### src/rtl/core/wjss_pkg.sv
`timescale 1ns / 1ps
// ----------------------------------------------------------------------------
// wjss_pkg
// shared sizes, limits, codes and types of the joint solution selector
// ----------------------------------------------------------------------------
package wjss_pkg;

  localparam int JOINT_COUNT  = 6;
  localparam int ANGLE_BITS   = 16;
  localparam int WEIGHT_BITS  = 16;
  localparam int FRAC_DROP    = 9;
  localparam int DIFF_BITS    = ANGLE_BITS + 1;
  localparam int MAG_BITS     = ANGLE_BITS;
  localparam int PROD_BITS    = MAG_BITS + WEIGHT_BITS;
  localparam int TERM_BITS    = PROD_BITS - FRAC_DROP;
  localparam int SQ_BITS      = 2 * TERM_BITS;
  localparam int COST_BITS    = 51;

  localparam int CFG_COUNT    = 6;
  localparam int CFG_IDX_BITS = 3;
  localparam logic [WEIGHT_BITS-1:0] WEIGHT_RESET = WEIGHT_BITS'(4096);

  localparam int JIDX_BITS    = (JOINT_COUNT > 1) ? $clog2(JOINT_COUNT) : 1;
  localparam int CNT_BITS     = $clog2(JOINT_COUNT + 2);

  localparam int QUEUE_DEPTH  = 2;
  localparam int QPTR_BITS    = $clog2(QUEUE_DEPTH);
  localparam int QCNT_BITS    = $clog2(QUEUE_DEPTH + 1);

  // joints past the limited ones have no limit
  localparam int LIMITED_JOINTS = 6;
  localparam int LIM_LO [6] = '{-4825, -3216, -3216, -5540, -3216, -9829};
  localparam int LIM_HI [6] = '{ 4825,  5361,  2823,  5540,  4825,  9829};

  localparam logic OP_REFERENCE = 1'b0;
  localparam logic OP_CANDIDATE = 1'b1;

  typedef logic [JOINT_COUNT-1:0][ANGLE_BITS-1:0]  angle_vec_t;
  typedef logic [JOINT_COUNT-1:0][WEIGHT_BITS-1:0] weight_vec_t;

  typedef struct packed {
    logic       op;
    logic       final_item;
    logic       in_lim;
    angle_vec_t angles;
  } item_t;

  typedef struct packed {
    logic full;
    logic empty;
  } fifo_stat_t;

  function automatic logic in_limit(input logic signed [ANGLE_BITS-1:0] a, input int j);
    int v;
    v = int'(a);
    if (j >= LIMITED_JOINTS) return 1'b1;
    return (v >= LIM_LO[j]) && (v <= LIM_HI[j]);
  endfunction

endpackage

### src/rtl/core/wjss_front.sv
`timescale 1ns / 1ps
// ----------------------------------------------------------------------------
// wjss_front
// input beat acceptance and joint limit classification
// ----------------------------------------------------------------------------
module wjss_front import wjss_pkg::*; (
  input  logic                         in_valid,
  output logic                         in_stall,
  input  logic                         in_operation,
  input  logic signed [ANGLE_BITS-1:0] in_angle_1,
  input  logic signed [ANGLE_BITS-1:0] in_angle_2,
  input  logic signed [ANGLE_BITS-1:0] in_angle_3,
  input  logic signed [ANGLE_BITS-1:0] in_angle_4,
  input  logic signed [ANGLE_BITS-1:0] in_angle_5,
  input  logic signed [ANGLE_BITS-1:0] in_angle_6,
  input  logic                         in_final_item,
  input  fifo_stat_t                   q_stat,
  output logic                         push,
  output item_t                        push_item
);

  angle_vec_t angles;
  logic [JOINT_COUNT-1:0] lim_ok;

  always_comb begin
    angles    = '0;
    angles[0] = in_angle_1;
    angles[1] = in_angle_2;
    angles[2] = in_angle_3;
    angles[3] = in_angle_4;
    angles[4] = in_angle_5;
    angles[5] = in_angle_6;
    for (int j = 0; j < JOINT_COUNT; j++) begin
      lim_ok[j] = in_limit($signed(angles[j]), j);
    end
  end

  assign in_stall             = q_stat.full;
  assign push                 = in_valid && !q_stat.full;
  assign push_item.op         = in_operation;
  assign push_item.final_item = in_final_item;
  assign push_item.in_lim     = &lim_ok;
  assign push_item.angles     = angles;

endmodule

### src/rtl/core/wjss_fifo.sv
`timescale 1ns / 1ps
// ----------------------------------------------------------------------------
// wjss_fifo
// short item queue between front and back
// ----------------------------------------------------------------------------
module wjss_fifo import wjss_pkg::*; (
  input  logic       clk,
  input  logic       rst_n,
  input  logic       push,
  input  item_t      push_item,
  input  logic       pop,
  output item_t      head,
  output fifo_stat_t stat
);

  item_t                mem_r [QUEUE_DEPTH];
  logic [QPTR_BITS-1:0] wr_ptr_r, wr_ptr_nxt;
  logic [QPTR_BITS-1:0] rd_ptr_r, rd_ptr_nxt;
  logic [QCNT_BITS-1:0] cnt_r, cnt_nxt;
  logic                 do_push, do_pop;

  assign stat.full  = (cnt_r == QCNT_BITS'(QUEUE_DEPTH));
  assign stat.empty = (cnt_r == '0);
  assign do_push    = push && !stat.full;
  assign do_pop     = pop && !stat.empty;
  assign head       = mem_r[rd_ptr_r];

  always_comb begin
    wr_ptr_nxt = wr_ptr_r;
    rd_ptr_nxt = rd_ptr_r;
    cnt_nxt    = cnt_r;
    if (do_push) begin
      wr_ptr_nxt = (wr_ptr_r == QPTR_BITS'(QUEUE_DEPTH - 1)) ? '0 : wr_ptr_r + 1'b1;
    end
    if (do_pop) begin
      rd_ptr_nxt = (rd_ptr_r == QPTR_BITS'(QUEUE_DEPTH - 1)) ? '0 : rd_ptr_r + 1'b1;
    end
    if (do_push && !do_pop) begin
      cnt_nxt = cnt_r + 1'b1;
    end else if (do_pop && !do_push) begin
      cnt_nxt = cnt_r - 1'b1;
    end
  end

  always_ff @(posedge clk) begin
    if (!rst_n) begin
      wr_ptr_r <= '0;
      rd_ptr_r <= '0;
      cnt_r    <= '0;
    end else begin
      wr_ptr_r <= wr_ptr_nxt;
      rd_ptr_r <= rd_ptr_nxt;
      cnt_r    <= cnt_nxt;
    end
  end

  always_ff @(posedge clk) begin
    if (do_push) begin
      mem_r[wr_ptr_r] <= push_item;
    end
  end

endmodule

### src/rtl/core/wjss_back.sv
`timescale 1ns / 1ps
// ----------------------------------------------------------------------------
// wjss_back
// weighted cost sequencer, best tracking and result register
// ----------------------------------------------------------------------------
module wjss_back import wjss_pkg::*; (
  input  logic        clk,
  input  logic        rst_n,
  input  item_t       head,
  input  fifo_stat_t  q_stat,
  output logic        pop,
  input  weight_vec_t weights,
  output logic        out_valid,
  input  logic        out_stall,
  output logic        out_found,
  output angle_vec_t  out_best
);

  typedef enum logic [3:0] {
    S_IDLE = 4'b0001,
    S_RUN  = 4'b0010,
    S_CMP  = 4'b0100,
    S_FIN  = 4'b1000
  } state_t;

  state_t                 state_r, state_nxt;
  item_t                  item_r, item_nxt;
  angle_vec_t             ref_r, ref_nxt;
  angle_vec_t             best_r, best_nxt;
  logic [COST_BITS-1:0]   best_cost_r, best_cost_nxt;
  logic                   have_best_r, have_best_nxt;
  logic [CNT_BITS-1:0]    cnt_r, cnt_nxt;
  logic [PROD_BITS-1:0]   prod_r, prod_nxt;
  logic                   p1v_r, p1v_nxt;
  logic [SQ_BITS-1:0]     sq_r, sq_nxt;
  logic                   p2v_r, p2v_nxt;
  logic [COST_BITS-1:0]   acc_r, acc_nxt;
  logic                   out_valid_r, out_valid_nxt;
  logic                   out_found_r, out_found_nxt;
  angle_vec_t             out_best_r, out_best_nxt;

  logic                   in_range;
  logic [JIDX_BITS-1:0]   jsel;
  logic signed [DIFF_BITS-1:0] diff;
  logic [DIFF_BITS-1:0]   mag_full;
  logic [TERM_BITS-1:0]   term;
  logic                   out_free;

  assign in_range = (cnt_r < CNT_BITS'(JOINT_COUNT));
  assign jsel     = in_range ? cnt_r[JIDX_BITS-1:0] : '0;
  assign diff     = $signed({item_r.angles[jsel][ANGLE_BITS-1], item_r.angles[jsel]})
                  - $signed({ref_r[jsel][ANGLE_BITS-1], ref_r[jsel]});
  assign mag_full = diff[DIFF_BITS-1] ? DIFF_BITS'(-diff) : DIFF_BITS'(diff);
  assign term     = prod_r[PROD_BITS-1:FRAC_DROP];
  assign out_free = !out_valid_r || !out_stall;
  assign pop      = (state_r == S_IDLE) && !q_stat.empty;

  always_comb begin
    state_nxt     = state_r;
    item_nxt      = item_r;
    ref_nxt       = ref_r;
    best_nxt      = best_r;
    best_cost_nxt = best_cost_r;
    have_best_nxt = have_best_r;
    cnt_nxt       = cnt_r;
    acc_nxt       = acc_r;
    out_found_nxt = out_found_r;
    out_best_nxt  = out_best_r;
    out_valid_nxt = out_valid_r && out_stall;

    // three stage joint pipe: weight product, truncate and square, sum
    prod_nxt = PROD_BITS'(mag_full[MAG_BITS-1:0] * weights[jsel]);
    p1v_nxt  = (state_r == S_RUN) && in_range;
    sq_nxt   = SQ_BITS'(term * term);
    p2v_nxt  = p1v_r;
    if (p2v_r) begin
      acc_nxt = acc_r + COST_BITS'(sq_r);
    end

    unique case (state_r)
      S_IDLE: begin
        if (!q_stat.empty) begin
          item_nxt = head;
          if (head.op == OP_REFERENCE) begin
            ref_nxt       = head.angles;
            best_nxt      = '0;
            best_cost_nxt = '1;
            have_best_nxt = 1'b0;
            state_nxt     = S_FIN;
          end else begin
            cnt_nxt   = '0;
            acc_nxt   = '0;
            state_nxt = S_RUN;
          end
        end
      end
      S_RUN: begin
        cnt_nxt = cnt_r + 1'b1;
        if (cnt_r == CNT_BITS'(JOINT_COUNT + 1)) begin
          state_nxt = S_CMP;
        end
      end
      S_CMP: begin
        if (acc_r < best_cost_r && item_r.in_lim) begin
          best_cost_nxt = acc_r;
          best_nxt      = item_r.angles;
          have_best_nxt = 1'b1;
        end
        state_nxt = S_FIN;
      end
      S_FIN: begin
        if (!item_r.final_item) begin
          state_nxt = S_IDLE;
        end else if (out_free) begin
          out_valid_nxt = 1'b1;
          out_found_nxt = have_best_r;
          out_best_nxt  = best_r;
          best_nxt      = '0;
          best_cost_nxt = '1;
          have_best_nxt = 1'b0;
          state_nxt     = S_IDLE;
        end
      end
      default: state_nxt = S_IDLE;
    endcase
  end

  always_ff @(posedge clk) begin
    if (!rst_n) begin
      state_r     <= S_IDLE;
      ref_r       <= '0;
      best_r      <= '0;
      best_cost_r <= '1;
      have_best_r <= 1'b0;
      p1v_r       <= 1'b0;
      p2v_r       <= 1'b0;
      out_valid_r <= 1'b0;
    end else begin
      state_r     <= state_nxt;
      ref_r       <= ref_nxt;
      best_r      <= best_nxt;
      best_cost_r <= best_cost_nxt;
      have_best_r <= have_best_nxt;
      p1v_r       <= p1v_nxt;
      p2v_r       <= p2v_nxt;
      out_valid_r <= out_valid_nxt;
    end
  end

  always_ff @(posedge clk) begin
    item_r      <= item_nxt;
    cnt_r       <= cnt_nxt;
    prod_r      <= prod_nxt;
    sq_r        <= sq_nxt;
    acc_r       <= acc_nxt;
    out_found_r <= out_found_nxt;
    out_best_r  <= out_best_nxt;
  end

  assign out_valid = out_valid_r;
  assign out_found = out_found_r;
  assign out_best  = out_best_r;

endmodule

### src/rtl/core/weighted_joint_solution_select_unit.sv
`timescale 1ns / 1ps
// ----------------------------------------------------------------------------
// weighted_joint_solution_select_unit
// picks the in-limit candidate joint vector closest to a reference vector
// under a per-joint weighted squared distance
// ----------------------------------------------------------------------------
//
//  channel | handshake           | beat contents
//  --------+---------------------+-----------------------------------------
//  in      | in_valid / in_stall | operation, angle_1..6, final_item
//  out     | out_valid/out_stall | found, best_1..6
//  cfg     | cfg_valid/cfg_ready | cfg_index (weight_1..6), cfg_data
//
//  the back end handles a reference beat in S_IDLE and S_FIN, a candidate in
//  S_IDLE, S_RUN, S_CMP and S_FIN: it runs one joint per cycle through a shared
//  product and square pipe of three stages
//  rst_n is synchronous: weights go to 1.0, reference and best are cleared
//  a two-beat queue decouples input acceptance from the cost sequencer, so
//  in_stall rises only when the queue is full
//  a result waits in the output register under out_stall; the back end
//  holds on the final beat until that register frees up
//  cfg_ready is always high; writes to indexes past weight_6 are dropped
// ----------------------------------------------------------------------------
module weighted_joint_solution_select_unit import wjss_pkg::*; (
  input  logic                         clk,
  input  logic                         rst_n,
  // input channel
  input  logic                         in_valid,
  output logic                         in_stall,
  input  logic                         in_operation,
  input  logic signed [ANGLE_BITS-1:0] in_angle_1,
  input  logic signed [ANGLE_BITS-1:0] in_angle_2,
  input  logic signed [ANGLE_BITS-1:0] in_angle_3,
  input  logic signed [ANGLE_BITS-1:0] in_angle_4,
  input  logic signed [ANGLE_BITS-1:0] in_angle_5,
  input  logic signed [ANGLE_BITS-1:0] in_angle_6,
  input  logic                         in_final_item,
  // result channel
  output logic                         out_valid,
  input  logic                         out_stall,
  output logic                         out_found,
  output logic signed [ANGLE_BITS-1:0] out_best_1,
  output logic signed [ANGLE_BITS-1:0] out_best_2,
  output logic signed [ANGLE_BITS-1:0] out_best_3,
  output logic signed [ANGLE_BITS-1:0] out_best_4,
  output logic signed [ANGLE_BITS-1:0] out_best_5,
  output logic signed [ANGLE_BITS-1:0] out_best_6,
  // configuration write channel
  input  logic                         cfg_valid,
  output logic                         cfg_ready,
  input  logic [CFG_IDX_BITS-1:0]      cfg_index,
  input  logic [WEIGHT_BITS-1:0]       cfg_data
);

  // per-joint weights, unsigned Q4.12
  weight_vec_t weights_r;

  fifo_stat_t  q_stat;
  logic        push, pop;
  item_t       push_item, head;
  angle_vec_t  out_best;

  assign cfg_ready = 1'b1;

  // indexes past the last weight are ignored
  always_ff @(posedge clk) begin
    if (!rst_n) begin
      for (int j = 0; j < JOINT_COUNT; j++) begin
        weights_r[j] <= WEIGHT_RESET;
      end
    end else if (cfg_valid && cfg_ready && (cfg_index < CFG_IDX_BITS'(CFG_COUNT))) begin
      weights_r[cfg_index[JIDX_BITS-1:0]] <= cfg_data;
    end
  end

  // front: accept beats and tag the joint limit check
  wjss_front u_front (
    .in_valid      (in_valid),
    .in_stall      (in_stall),
    .in_operation  (in_operation),
    .in_angle_1    (in_angle_1),
    .in_angle_2    (in_angle_2),
    .in_angle_3    (in_angle_3),
    .in_angle_4    (in_angle_4),
    .in_angle_5    (in_angle_5),
    .in_angle_6    (in_angle_6),
    .in_final_item (in_final_item),
    .q_stat        (q_stat),
    .push          (push),
    .push_item     (push_item)
  );

  // queue between the two halves
  wjss_fifo u_fifo (
    .clk       (clk),
    .rst_n     (rst_n),
    .push      (push),
    .push_item (push_item),
    .pop       (pop),
    .head      (head),
    .stat      (q_stat)
  );

  // back: cost, best tracking, result register
  wjss_back u_back (
    .clk       (clk),
    .rst_n     (rst_n),
    .head      (head),
    .q_stat    (q_stat),
    .pop       (pop),
    .weights   (weights_r),
    .out_valid (out_valid),
    .out_stall (out_stall),
    .out_found (out_found),
    .out_best  (out_best)
  );

  assign out_best_1 = out_best[0];
  assign out_best_2 = out_best[1];
  assign out_best_3 = out_best[2];
  assign out_best_4 = out_best[3];
  assign out_best_5 = out_best[4];
  assign out_best_6 = out_best[5];

endmodule

### config.mk
export PLATFORM = sky130hd
export DESIGN_NAME = weighted_joint_solution_select_unit
export DESIGN_NICKNAME = d
export VERILOG_FILES = /design/src/rtl/core/wjss_pkg.sv /design/src/rtl/core/wjss_front.sv /design/src/rtl/core/wjss_fifo.sv /design/src/rtl/core/wjss_back.sv /design/src/rtl/core/weighted_joint_solution_select_unit.sv
export SDC_FILE = /design/constraint.sdc
export NUM_CORES = 2
export LEC_CHECK = 0
export ABC_AREA = 0
export CAP_MARGIN = 40
export CORE_UTILIZATION = 25
export CTS_CLUSTER_DIAMETER = 30
export DETAILED_ROUTE_END_ITERATION = 8
export DONT_BUFFER_PORTS = 1
export PLACE_DENSITY_LB_ADDON = 0.05
export SLEW_MARGIN = 15
export SYNTH_ARGS = -nofsm -noshare
export SYNTH_HDL_FRONTEND = slang
export SYNTH_SLANG_ARGS = --single-unit
export TNS_END_PERCENT = 20
### constraint.sdc
create_clock -name clk -period 22.1 [get_ports clk]
set_input_delay 4.42 -clock clk [delete_from_list [all_inputs] [get_ports clk]]
set_output_delay 4.42 -clock clk [all_outputs]
set_load 0.02 [all_outputs]
==> out/metrics.cfg <==
[setup_path]
ff2ff_path_depth=38
cp_slowest_stage_delay_ns=0.75
cp.arrival_ns=12.25
cpMaxStageDelayCell=xnor2_1
crit_required_ns=22.80
worst_setup_path_start_kind=flop
worstSetupPathType=reg2reg
r2r-start=u_back.cnt_r[1]
critPathMaxFanout=32
r2r-end=u_back.prod_r[27]
r2r_slack_ns=10.55
worst_path_most_repeated_cell=fa_1
worstSetupEndpointType=flop

[clocking]
clock_latency_ns=0.91
cts_tree=built
clock-sinks=867
clock-root-buffer=clkbuf_16
clk_pin_slew_worst_paths_ns=0.04
numCtsBuffers=289
ctsHoldBuffers=0
postCtsSetupRepairBufs=0
cts_resized=0
htree_num_levels=5
clock_path_buffers=4

[die]
core_area_um2=246000
initial_core_util_pct=25.2
die_area_um2=251000
dieWidth_um=501
io_pins=222
fp.dieH_um=501
rows=182

[cells_and_area]
syn_to_final_growth_pct=21.8
finalInstanceArea_um2=75700
fin_nets=7435
fin_util_pct=30.7
multiInputGateArea_um2=36300
final_common_cell=inv_1
final_cell_mix=inv_1 (941), nand2_1 (783), fa_1 (581)
seq_area_um2=21300
drive_gt1_share_pct=11.0
n_fill_cell=25700

[logic_synthesis]
yosysSeqAreaShare_pct=34.3
synth_area_um2=62100
yosys-top-cells-area=edfxtp_1 (19%), fa_1 (19%), dfxtp_1 (15%), ha_1 (7.7%), inv_1 (5.7%)
synth_area_per_cell_um2=9.98
ys_async_sr_fraction_pct=0
yosys_warnings=0
synth_top_cell_by_area=edfxtp_1
synth-edff-count=396
netlist_instances=6228
synthesis.nets=7314
ys_seq_elements=867
synth.distinct_cells=84
synth_ff_type=dfxtp_1
synth_top_area_share_pct=19.1

[sta]
setup_tns_ns=0
worst_pin_slew_ns=1.45
skew_ns=0.110
fmax_ghz=0.0866
report.final.slew_viol_count=0
max_slew_margin_pct=3.08
rsz0062_at_grt=false
finalSetupViolCount=0
period_needed_ns=11.55
period_share_pct=52.3
final-hold-violation-count=0
timing.hold.ws_ns=0.396

[detailed_routing]
firstDrtPassIters=7
post-route-drc-count=0
antenna_left=0
wl_mm=222
post_drt_via_cell_ratio=4.51
wl_per_cell_um=22.5
vias=44500
drtIter0Drc=2091

[placed_design]
hpwl_mm=168
place_congestion=0.809
portBuffers=0
dpl-instance-area_um2=66300

[grt]
grt_pass1_wl_mm=326
grt_start_max_net_pins=404
grt_pass1_vias=47600
grt_usage_pct=17.7
grt-ovfl-total=0
antenna_found_initial=15

[run]
cap_violations=0

[min_path]
min_from=u_back.best_r[61]
hold_end=u_back.out_best[61]
hold_depth=0
hold_class=reg2reg

[run_status]
status=finished, final reports clean

[flip-flops by register name (all words and copies together) (netlist names), named ones only]
name and cells:
u_back.sq_r 45, u_back.out_found 1, u_back.out_best 96, u_back.p1v_r 1, u_back.best_r 96, u_back.out_valid 1
u_back.ref_r 96, u_back.have_best_r 1, u_back.best_cost_r 51, u_back.cnt_r 3, u_back.p2v_r 1, u_fifo.rd_ptr_r 1
u_back.state_r 4, u_fifo.wr_ptr_r 1, u_back.prod_r 23, u_back.acc_r 51, weights_r 96, u_fifo.mem_r 198
u_back.item_r 98, u_fifo.cnt_r 2
[Yosys cell counts (20+ instances only)]
cell type and count:
xnor2_1 80, nor2b_1 133, nor2_1 311, o211ai_1 20, and3_1 26, mux2_2 106, mux2i_1 194, nand3_1 59
a21o_1 95, o22ai_1 28, nand2_1 783, buf_1 28, a21oi_1 173, clkbuf_1 249, edfxtp_1 396, nor4bb_1 50
ha_1 383, xor2_1 55, o21bai_1 23, inv_1 943, nand4_1 30, nor3_1 39, or3_1 22, fa_1 581
o221ai_1 106, a311oi_1 53, nand2b_1 31, o21ai_0 129, dfxtp_1 471, and2_1 260, a21boi_0 101, a211oi_1 24
[worst max path at each step]
stage	startpoint	endpoint	slack, ns	cells past startpoint
2_1_floorplan	u_back.cnt_r[0]	u_back.prod_r[27]	11.50	39
3_3_place_gp	u_back.cnt_r[0]	u_back.prod_r[27]	10.50	35
3_5_place_dp	u_back.cnt_r[0]	u_back.prod_r[27]	10.43	35
4_1_cts	u_back.cnt_r[0]	u_back.prod_r[27]	10.33	35
5_1_grt	u_back.cnt_r[1]	u_back.prod_r[27]	9.87	38
6_report	u_back.cnt_r[1]	u_back.prod_r[27]	10.55	38
[kinds of logic after synthesis]
kind of cell	Yosys count	share of synthesized area, %
adders and majority gates	964	26.4
xor gates and xnor gates	135	1.90
other	1	0.00604
AOI/OAI and AO/OA	917	10.3
muxes	313	5.52
DFF	867	34.3
buffers and inverters	1228	7.45
and+or+nand+nor	1803	14.0
[worst max-delay path: cells and delay by family, from the launching register on]
family	cells	cell delay, ns
DFF	1	0.31
and+or+nand+nor	5	1.39
AOI/OAI and AO/OA	14	3.17
xor gates and xnor gates	2	1.16
buffers and inverters	8	1.12
adders and majority gates	9	4.13
[final cells by class]
cell class | instances | area share, %
Clock buffer | 385 | 10.6
Inverter | 943 | 4.69
Sequential cell | 867 | 28.2
Tap cell | 3312 | 5.48
Clock inverter | 113 | 1.69
Antenna cell | 2 | 0.00662
Timing Repair Buffer | 115 | 1.43
Multi-Input combinational cell | 4133 | 48.0
[metal layers]
layer	global-route usage, %	vias to the layer above	share of wire [%]
li1	-	21100	-
met1	22.2	22200	44
met2	30.8	863	50
met3	2.64	344	3.5
met4	6.06	0	3.2
met5	0	-	0
[metrics by stage]
step	setup WS, ns	instances
finish	10.55	9870
detailed placement	10.43	9367
global route	9.87	9869
global placement	10.50	9334
CTS	10.33	9865
floorplan	11.50	6228
Power is left out: the tool's default activity adds up to more than one toggle a clock period on the data nets, which glitch-free logic cannot reach.
